`config.mk`:
```
export PLATFORM = sky130hd
export DESIGN_NAME = bounded_message_deque
export DESIGN_NICKNAME = d
export VERILOG_FILES = /design/src/hw/rtl/bmdq_pkg.sv /design/src/hw/rtl/bounded_message_deque.sv /design/src/hw/rtl/bmdq_store.sv /design/src/hw/rtl/bmdq_ctrl.sv
export SDC_FILE = /design/constraint.sdc
export NUM_CORES = 2
export LEC_CHECK = 0
export BUFFER_PORTS_ARGS = -buffer_cell sky130_fd_sc_hd__buf_2
export CAP_MARGIN = 20
export CORE_MARGIN = 4
export CORE_UTILIZATION = 50
export CTS_CLUSTER_DIAMETER = 60
export DETAILED_ROUTE_END_ITERATION = 8
export GPL_TIMING_DRIVEN = 1
export HOLD_SLACK_MARGIN = 0.05
export PLACE_DENSITY = 0.75
export SYNTH_ARGS = -nofsm -noshare
export SYNTH_HDL_FRONTEND = slang
export SYNTH_SLANG_ARGS = --single-unit
```
`constraint.sdc`:
```
create_clock -name clk_i -period 7.7 [get_ports clk_i]
set_input_delay 0.77 -clock clk_i [delete_from_list [all_inputs] [get_ports clk_i]]
set_output_delay 0.77 -clock clk_i [all_outputs]
set_load 0.02 [all_outputs]
```
`src/hw/rtl/bmdq_pkg.sv`:
```
// Shared types and codes for the bounded message deque.
package bmdq_pkg;

  // Command codes carried by an input word
  typedef enum logic [2:0] {
    CMD_PUSH_BACK  = 3'd0,
    CMD_PUSH_FRONT = 3'd1,
    CMD_POP_FRONT  = 3'd2,
    CMD_POP_BACK   = 3'd3,
    CMD_CLOSE      = 3'd4
  } cmd_e;

  // Result status codes
  typedef enum logic [1:0] {
    ST_DONE   = 2'd0,
    ST_CLOSED = 2'd1,
    ST_FULL   = 2'd2,
    ST_EMPTY  = 2'd3
  } status_e;

  localparam int unsigned CmdW    = 3;
  localparam int unsigned ValueW  = 32;
  localparam int unsigned OccW    = 7;
  localparam int unsigned LimitW  = 7;
  localparam int unsigned ApbAddrW = 3;
  localparam int unsigned ApbDataW = 32;

  // Input word
  typedef struct packed {
    logic [CmdW-1:0]   command;
    logic [ValueW-1:0] entry_value;
  } in_t;

  // Result word
  typedef struct packed {
    status_e           status;
    logic [ValueW-1:0] popped_value;
    logic [OccW-1:0]   occupancy;
  } out_t;

  // Registered response from the controller, popped data excluded
  typedef struct packed {
    status_e         status;
    logic            pop_ok;
    logic [OccW-1:0] occupancy;
  } resp_t;

endpackage

```
`src/hw/rtl/bounded_message_deque.sv`:
```
// Top level of the bounded message deque: config register, controller, memory.
//
// Bounded double-ended queue of message handles. Each input word is one
// command (push back, push front, pop front, pop back, close) and yields
// exactly one result word with a status, the popped handle and the count
// held afterward. Handles live in a single-port synchronous memory of
// QUEUE_DEPTH entries; the front index, count and open flag sit in flops.
// The result of a word appears in the cycle after it is accepted (the memory
// read data is registered), and the block accepts one word per cycle as long
// as the result side takes each result; a stalled result holds the input side.
// Full and empty do not stall: they come back as a status. The entry_limit
// register (byte address 0) caps the count; zero selects QUEUE_DEPTH.
// Write it only while the block is idle.
module bounded_message_deque #(
  parameter int unsigned QUEUE_DEPTH = 64,
  parameter int unsigned HANDLE_BITS = 32
) (
  input  logic                           clk_i,
  input  logic                           rst_ni,
  input  logic                           in_valid_i,
  output logic                           in_ready_o,
  input  bmdq_pkg::in_t                  in_data_i,
  output logic                           out_valid_o,
  input  logic                           out_ready_i,
  output bmdq_pkg::out_t                 out_data_o,
  input  logic                           psel,
  input  logic                           penable,
  input  logic                           pwrite,
  input  logic [bmdq_pkg::ApbAddrW-1:0]  paddr,
  input  logic [bmdq_pkg::ApbDataW-1:0]  pwdata,
  output logic [bmdq_pkg::ApbDataW-1:0]  prdata,
  output logic                           pready
);
  import bmdq_pkg::*;

  localparam int unsigned IdxW = $clog2(QUEUE_DEPTH);

  logic [LimitW-1:0]      limit_q;
  logic                   mem_we, mem_re;
  logic [IdxW-1:0]        mem_addr;
  logic [HANDLE_BITS-1:0] mem_wdata, mem_rdata;
  logic [63:0]            rdata_ext;
  resp_t                  resp;
  logic                   reg_sel;

  // Decode the single limit register
  assign reg_sel = (paddr[ApbAddrW-1:2] == '0);
  assign pready  = 1'b1;
  assign prdata  = reg_sel ? ApbDataW'(limit_q) : '0;

  always_ff @(posedge clk_i or negedge rst_ni) begin
    if (!rst_ni) begin
      limit_q <= '0;
    end else if (psel && penable && pwrite && pready && reg_sel) begin
      limit_q <= pwdata[LimitW-1:0];
    end
  end

  bmdq_ctrl #(
    .QUEUE_DEPTH (QUEUE_DEPTH),
    .HANDLE_BITS (HANDLE_BITS)
  ) u_ctrl (
    .clk_i       (clk_i),
    .rst_ni      (rst_ni),
    .in_valid_i  (in_valid_i),
    .in_ready_o  (in_ready_o),
    .in_data_i   (in_data_i),
    .out_valid_o (out_valid_o),
    .out_ready_i (out_ready_i),
    .limit_i     (limit_q),
    .mem_we_o    (mem_we),
    .mem_re_o    (mem_re),
    .mem_addr_o  (mem_addr),
    .mem_wdata_o (mem_wdata),
    .resp_o      (resp)
  );

  bmdq_store #(
    .DEPTH (QUEUE_DEPTH),
    .WIDTH (HANDLE_BITS)
  ) u_store (
    .clk_i   (clk_i),
    .we_i    (mem_we),
    .re_i    (mem_re),
    .addr_i  (mem_addr),
    .wdata_i (mem_wdata),
    .rdata_o (mem_rdata)
  );

  // Assemble the result word; drop popped data unless a pop succeeded
  assign rdata_ext = 64'(mem_rdata);
  always_comb begin
    out_data_o.status       = resp.status;
    out_data_o.popped_value = resp.pop_ok ? rdata_ext[ValueW-1:0] : '0;
    out_data_o.occupancy    = resp.occupancy;
  end

endmodule

```
`src/hw/rtl/bmdq_store.sv`:
```
// Single-port synchronous handle memory with registered read data.
module bmdq_store #(
  parameter int unsigned DEPTH = 64,
  parameter int unsigned WIDTH = 32,
  localparam int unsigned AddrW = $clog2(DEPTH)
) (
  input  logic             clk_i,
  input  logic             we_i,
  input  logic             re_i,
  input  logic [AddrW-1:0] addr_i,
  input  logic [WIDTH-1:0] wdata_i,
  output logic [WIDTH-1:0] rdata_o
);

  logic [WIDTH-1:0] mem [DEPTH];
  logic [WIDTH-1:0] rdata_q;

  // Write on push, read on pop; one access per cycle
  always_ff @(posedge clk_i) begin
    if (we_i) begin
      mem[addr_i] <= wdata_i;
    end
    if (re_i) begin
      rdata_q <= mem[addr_i];
    end
  end

  assign rdata_o = rdata_q;

endmodule

```
`src/hw/rtl/bmdq_ctrl.sv`:
```
// Deque controller: front index, count, open flag and memory access issue.
module bmdq_ctrl #(
  parameter int unsigned QUEUE_DEPTH = 64,
  parameter int unsigned HANDLE_BITS = 32,
  localparam int unsigned IdxW = $clog2(QUEUE_DEPTH)
) (
  input  logic                  clk_i,
  input  logic                  rst_ni,
  input  logic                  in_valid_i,
  output logic                  in_ready_o,
  input  bmdq_pkg::in_t         in_data_i,
  output logic                  out_valid_o,
  input  logic                  out_ready_i,
  input  logic [bmdq_pkg::LimitW-1:0] limit_i,
  output logic                  mem_we_o,
  output logic                  mem_re_o,
  output logic [IdxW-1:0]       mem_addr_o,
  output logic [HANDLE_BITS-1:0] mem_wdata_o,
  output bmdq_pkg::resp_t       resp_o
);
  import bmdq_pkg::*;

  localparam int unsigned CntW = $clog2(QUEUE_DEPTH + 1);
  localparam int unsigned SumW = IdxW + 2;

  logic [IdxW-1:0] front_q, front_d;
  logic [CntW-1:0] count_q, count_d;
  logic            open_q, open_d;
  logic            valid_q;
  resp_t           resp_q, resp_d;

  logic            accept;
  logic            we, re;
  logic [IdxW-1:0] addr;
  logic [CntW-1:0] lim_act;
  logic [SumW-1:0] back_pos;
  logic [63:0]     val_ext;
  logic [31:0]     cnt_ext;
  status_e         status;
  logic            pop_ok;

  // Fold a position below twice the depth into a slot
  function automatic logic [IdxW-1:0] wrap_slot(input logic [SumW-1:0] pos);
    logic [SumW-1:0] p;
    p = pos;
    if (p >= SumW'(QUEUE_DEPTH)) begin
      p = p - SumW'(QUEUE_DEPTH);
    end
    return p[IdxW-1:0];
  endfunction

  assign accept     = in_valid_i & in_ready_o;
  assign in_ready_o = ~valid_q | out_ready_i;

  // Active limit: zero or above depth selects the depth
  always_comb begin
    if (limit_i == '0 || 32'(limit_i) > 32'(QUEUE_DEPTH)) begin
      lim_act = CntW'(QUEUE_DEPTH);
    end else begin
      lim_act = CntW'(limit_i);
    end
  end

  assign back_pos = SumW'(front_q) + SumW'(count_q);
  assign val_ext  = 64'(in_data_i.entry_value);

  // Decode the command and compute next state
  always_comb begin
    front_d = front_q;
    count_d = count_q;
    open_d  = open_q;
    status  = ST_DONE;
    pop_ok  = 1'b0;
    we      = 1'b0;
    re      = 1'b0;
    addr    = front_q;
    unique case (cmd_e'(in_data_i.command))
      CMD_PUSH_BACK, CMD_PUSH_FRONT: begin
        if (!open_q) begin
          status = ST_CLOSED;
        end else if (count_q >= lim_act) begin
          status = ST_FULL;
        end else begin
          we      = 1'b1;
          count_d = count_q + 1'b1;
          if (cmd_e'(in_data_i.command) == CMD_PUSH_BACK) begin
            addr = wrap_slot(back_pos);
          end else begin
            front_d = (front_q == '0) ? IdxW'(QUEUE_DEPTH - 1) : front_q - 1'b1;
            addr    = front_d;
          end
        end
      end
      CMD_POP_FRONT, CMD_POP_BACK: begin
        if (!open_q) begin
          status = ST_CLOSED;
        end else if (count_q == '0) begin
          status = ST_EMPTY;
        end else begin
          re      = 1'b1;
          pop_ok  = 1'b1;
          count_d = count_q - 1'b1;
          if (cmd_e'(in_data_i.command) == CMD_POP_FRONT) begin
            addr    = front_q;
            front_d = wrap_slot(SumW'(front_q) + SumW'(1));
          end else begin
            addr = wrap_slot(back_pos - SumW'(1));
          end
        end
      end
      CMD_CLOSE: begin
        if (!open_q) begin
          status = ST_CLOSED;
        end
        open_d = 1'b0;
      end
      default: begin
        status = ST_DONE;
      end
    endcase
  end

  assign cnt_ext = 32'(count_d);
  always_comb begin
    resp_d.status    = status;
    resp_d.pop_ok    = pop_ok;
    resp_d.occupancy = cnt_ext[OccW-1:0];
  end

  // Advance queue state on each accepted word
  always_ff @(posedge clk_i or negedge rst_ni) begin
    if (!rst_ni) begin
      front_q <= '0;
      count_q <= '0;
      open_q  <= 1'b1;
      valid_q <= 1'b0;
    end else begin
      if (accept) begin
        front_q <= front_d;
        count_q <= count_d;
        open_q  <= open_d;
        valid_q <= 1'b1;
      end else if (out_ready_i) begin
        valid_q <= 1'b0;
      end
    end
  end

  // Hold the response until it is taken
  always_ff @(posedge clk_i) begin
    if (accept) begin
      resp_q <= resp_d;
    end
  end

  assign mem_we_o    = accept & we;
  assign mem_re_o    = accept & re;
  assign mem_addr_o  = addr;
  assign mem_wdata_o = val_ext[HANDLE_BITS-1:0];
  assign out_valid_o = valid_q;
  assign resp_o      = resp_q;

endmodule
```
==> flow_summary.ini <==
[outcome]
outcome = finished clean

[route]
vias_per_cell = 6.44
antenna_left = 0
drt-initial-drc-count = 7503
wirelength_um = 224000
dr.pass1.iters = 8
drc = 0
vias = 51200
wl_per_cell_um = 28.2

[synthesis]
synth_edf_count = 2090
async_flop_share_pct = 1.04
syn_inst = 5486
yosysWarnings = 0
yosysTopAreaCell = edfxtp_1
synth.most_common_cell = edfxtp_1
netlist.area_leader.share_pct = 73.8
synthTopCellsByArea = edfxtp_1 (74%), nand2_1 (3.9%), mux2i_1 (3.8%), a211oi_1 (1.8%), and3_1 (1.8%)
yosysSeqAreaShare_pct = 74.4
synthFlopType = edfxtp_1
ys_top_cells_by_count = edfxtp_1 (2090), nand2_1 (889), mux2i_1 (324)
yosysUniqueCellTypes = 92
synthesis.area_mm2 = 0.0851
avgSynthCellArea_um2 = 15.5
ys_ff_latch = 2112

[clock_network]
post-cts-setup-buffer-count = 0
clkLatencyLatePin_ns = 0.86
htreeDepth = 4
clkTransAtPathRegs_ns = 0.06
cts_sinks = 2112
cts_tree = done
cts_root_buf = clkbuf_16
clk_path_buf_depth = 3
numCtsBuffers = 202

[placed_design]
dpl_cell_area_mm2 = 0.0883
hpwl_um = 124000
pre_cts_ws_ns = 1.28
place_congestion = 0.875
io_buffers = 99
dpl.cell_count = 7564

[power_and_ir_drop]
p_switching_mw = 12.8
leakage_nw = 31.7
intPower_mw = 22.2
power_density_mw_per_mm2 = 367
comb_power_share_pct = 35.0
p_total_mw = 35.0
power_frac_seq_pct = 37.0
vdd_drop_max_mv = 0.275
clkPwrFrac_pct = 27.9
switching_share_pct = 36.5

[cells_and_area]
stdcell_area_mm2 = 0.0954
finalNetCount = 5672
syn_to_final_growth_pct = 12.1
drive_gt1_share_pct = 13.1
finalNonFillerCells = 7960
final_util_pct = 56.4

[die]
fp.coreArea_mm2 = 0.169
row_count = 151
die_h_um = 421
ios = 153
die_area_mm2 = 0.177
die_w_um = 421
start_util_pct = 50.3

[sta]
slew_headroom_pct = 17.5
max_freq_mhz = 152
skew_ns = 0.0816
setup_tns_ns = 0
finalWorstSetupSlack_ns = 1.12
worst_hold_slack_ns = 0.152
worst_pin_slew_ns = 1.23
finalSetupViolCount = 0
period_needed_ns = 6.58
slew_viol_final = 0
min_period_over_period_pct = 85.5
rsz0062_at_grt = false
final_hold_viol_count = 0

[global_route]
grt_overflow_total = 0
grt_max_degree = 160
grt_usage_pct = 24.9
grt_pass1_wl_um = 326000
antenna_found_initial = 21
grt_pass1_vias = 49600

[setup_path]
cp_cell_sequence = nor4_1 > a21oi_1 > ha_1 > inv_1 > o21ai_1 > a211oi_2 > buf_4 > a31oi_4 > buf_4 > nand2_8 > nor2_4 > buf_4 > a32o_1 > a2111oi_0 > a211oi_1 > nand4_1
worst-setup-path-type = flop to flop
slowest_stage = a211oi_1
crit_top_cell = buf_4
cp.required_ns = 8.24
critical-path-max-stage-delay_ns = 0.82
crit_family = compound AO/OA/AOI/OAI gates
path_max_fanout = 49
r2r_start = limit_q[1]
crit_path_start = limit_q[1]
critPathBufInv = 4
worstSetupStartpointType = flop
cp-end-kind = flop
cp.arrival_ns = 7.13

[job]
maxCapViolations = 0

[worst_hold_path]
hp-class = input pin to flop
worstHoldStart = in_valid_i
## power groups by stage
stage	sequential, mW	clock [mW]	combinational, mW
2_1_floorplan	13.1	0	7.95
3_3_place_gp	13.2	0	11.6
3_5_place_dp	13.2	0	11.8
4_1_cts	13.0	9.83	11.9
5_1_grt	13.0	10.3	12.9
6_report	13.0	9.77	12.3
## sequential cells by signal (all words and copies together), names as in the netlist
register            cells
limit_q                 7
u_ctrl.count_q          7
u_ctrl.front_q          6
u_ctrl.open_q           1
u_ctrl.out_valid_o      1
u_ctrl.resp_o          10
u_store.mem          2048
u_store.rdata_o        32
## final cells by class
type / instances / area (µm²)
Fill cell: 12400 / 73900
Sequential cell: 2112 / 63300
Multi-Input combinational cell: 2957 / 20200
Clock buffer: 248 / 5230
Tap cell: 2218 / 2780
Timing Repair Buffer: 289 / 2500
Clock inverter: 110 / 1310
Inverter: 14 / 52.6
Antenna cell: 12 / 30.0
## per-layer routing
metal	global-route usage, %	share of wire [%]
met5	0.194	0.052
met3	5.44	11
met1	32.9	37
met2	40.2	48
met4	10.3	4.1
## what timing repair did
item                                   CTS  global route
hold buffers                             1             0
resized for setup                        0             0
endpoints found under the hold margin   21             0
setup endpoints to repair                0             0
## worst paths after layout
kind                                  endpoint  slack, ns  cells past startpoint
min reg2reg                 u_ctrl.out_valid_o       0.53                      2
min in group asynchronous           limit_q[4]       0.47                      2
max in group asynchronous           limit_q[6]       6.82                      2
min                         u_ctrl.out_valid_o       0.15                      2
max reg2reg                u_store.rdata_o[15]       1.12                     16
max                        u_store.rdata_o[15]       1.12                     16
## layout by cell type, fill, tap and decap left out, drive strengths merged, types with 36 or more instances in the layout
| cell type | Yosys | routed |
|---|---|---|
| edfxtp | 2090 | 2090 |
| nand2 | 892 | 892 |
| mux2i | 324 | 324 |
| buf | 268 | 288 |
| clkbuf | 159 | 248 |
| and3 | 244 | 244 |
| a211oi | 207 | 207 |
| a311o | 123 | 123 |
| a21oi | 114 | 114 |
| a32oi | 114 | 114 |
| o21ai | 113 | 113 |
| nor2 | 106 | 106 |
| nand3 | 104 | 104 |
| clkinv | 0 | 76 |
| a311oi | 52 | 52 |
| mux2 | 40 | 40 |
| o22ai | 36 | 36 |
## cell families after synthesis
kind of cell	count (synthesis)	synth area share (%)
DFF	2112	74.4
and+or+nand+nor	1471	7.91
AOI/OAI and AO/OA	1038	9.54
buffers and inverters	441	2.62
muxes	392	5.08
adders and majority gates	19	0.288
xor gates and xnor gates	11	0.146
other	2	0.00883
Power figures use the tool's default switching activity.
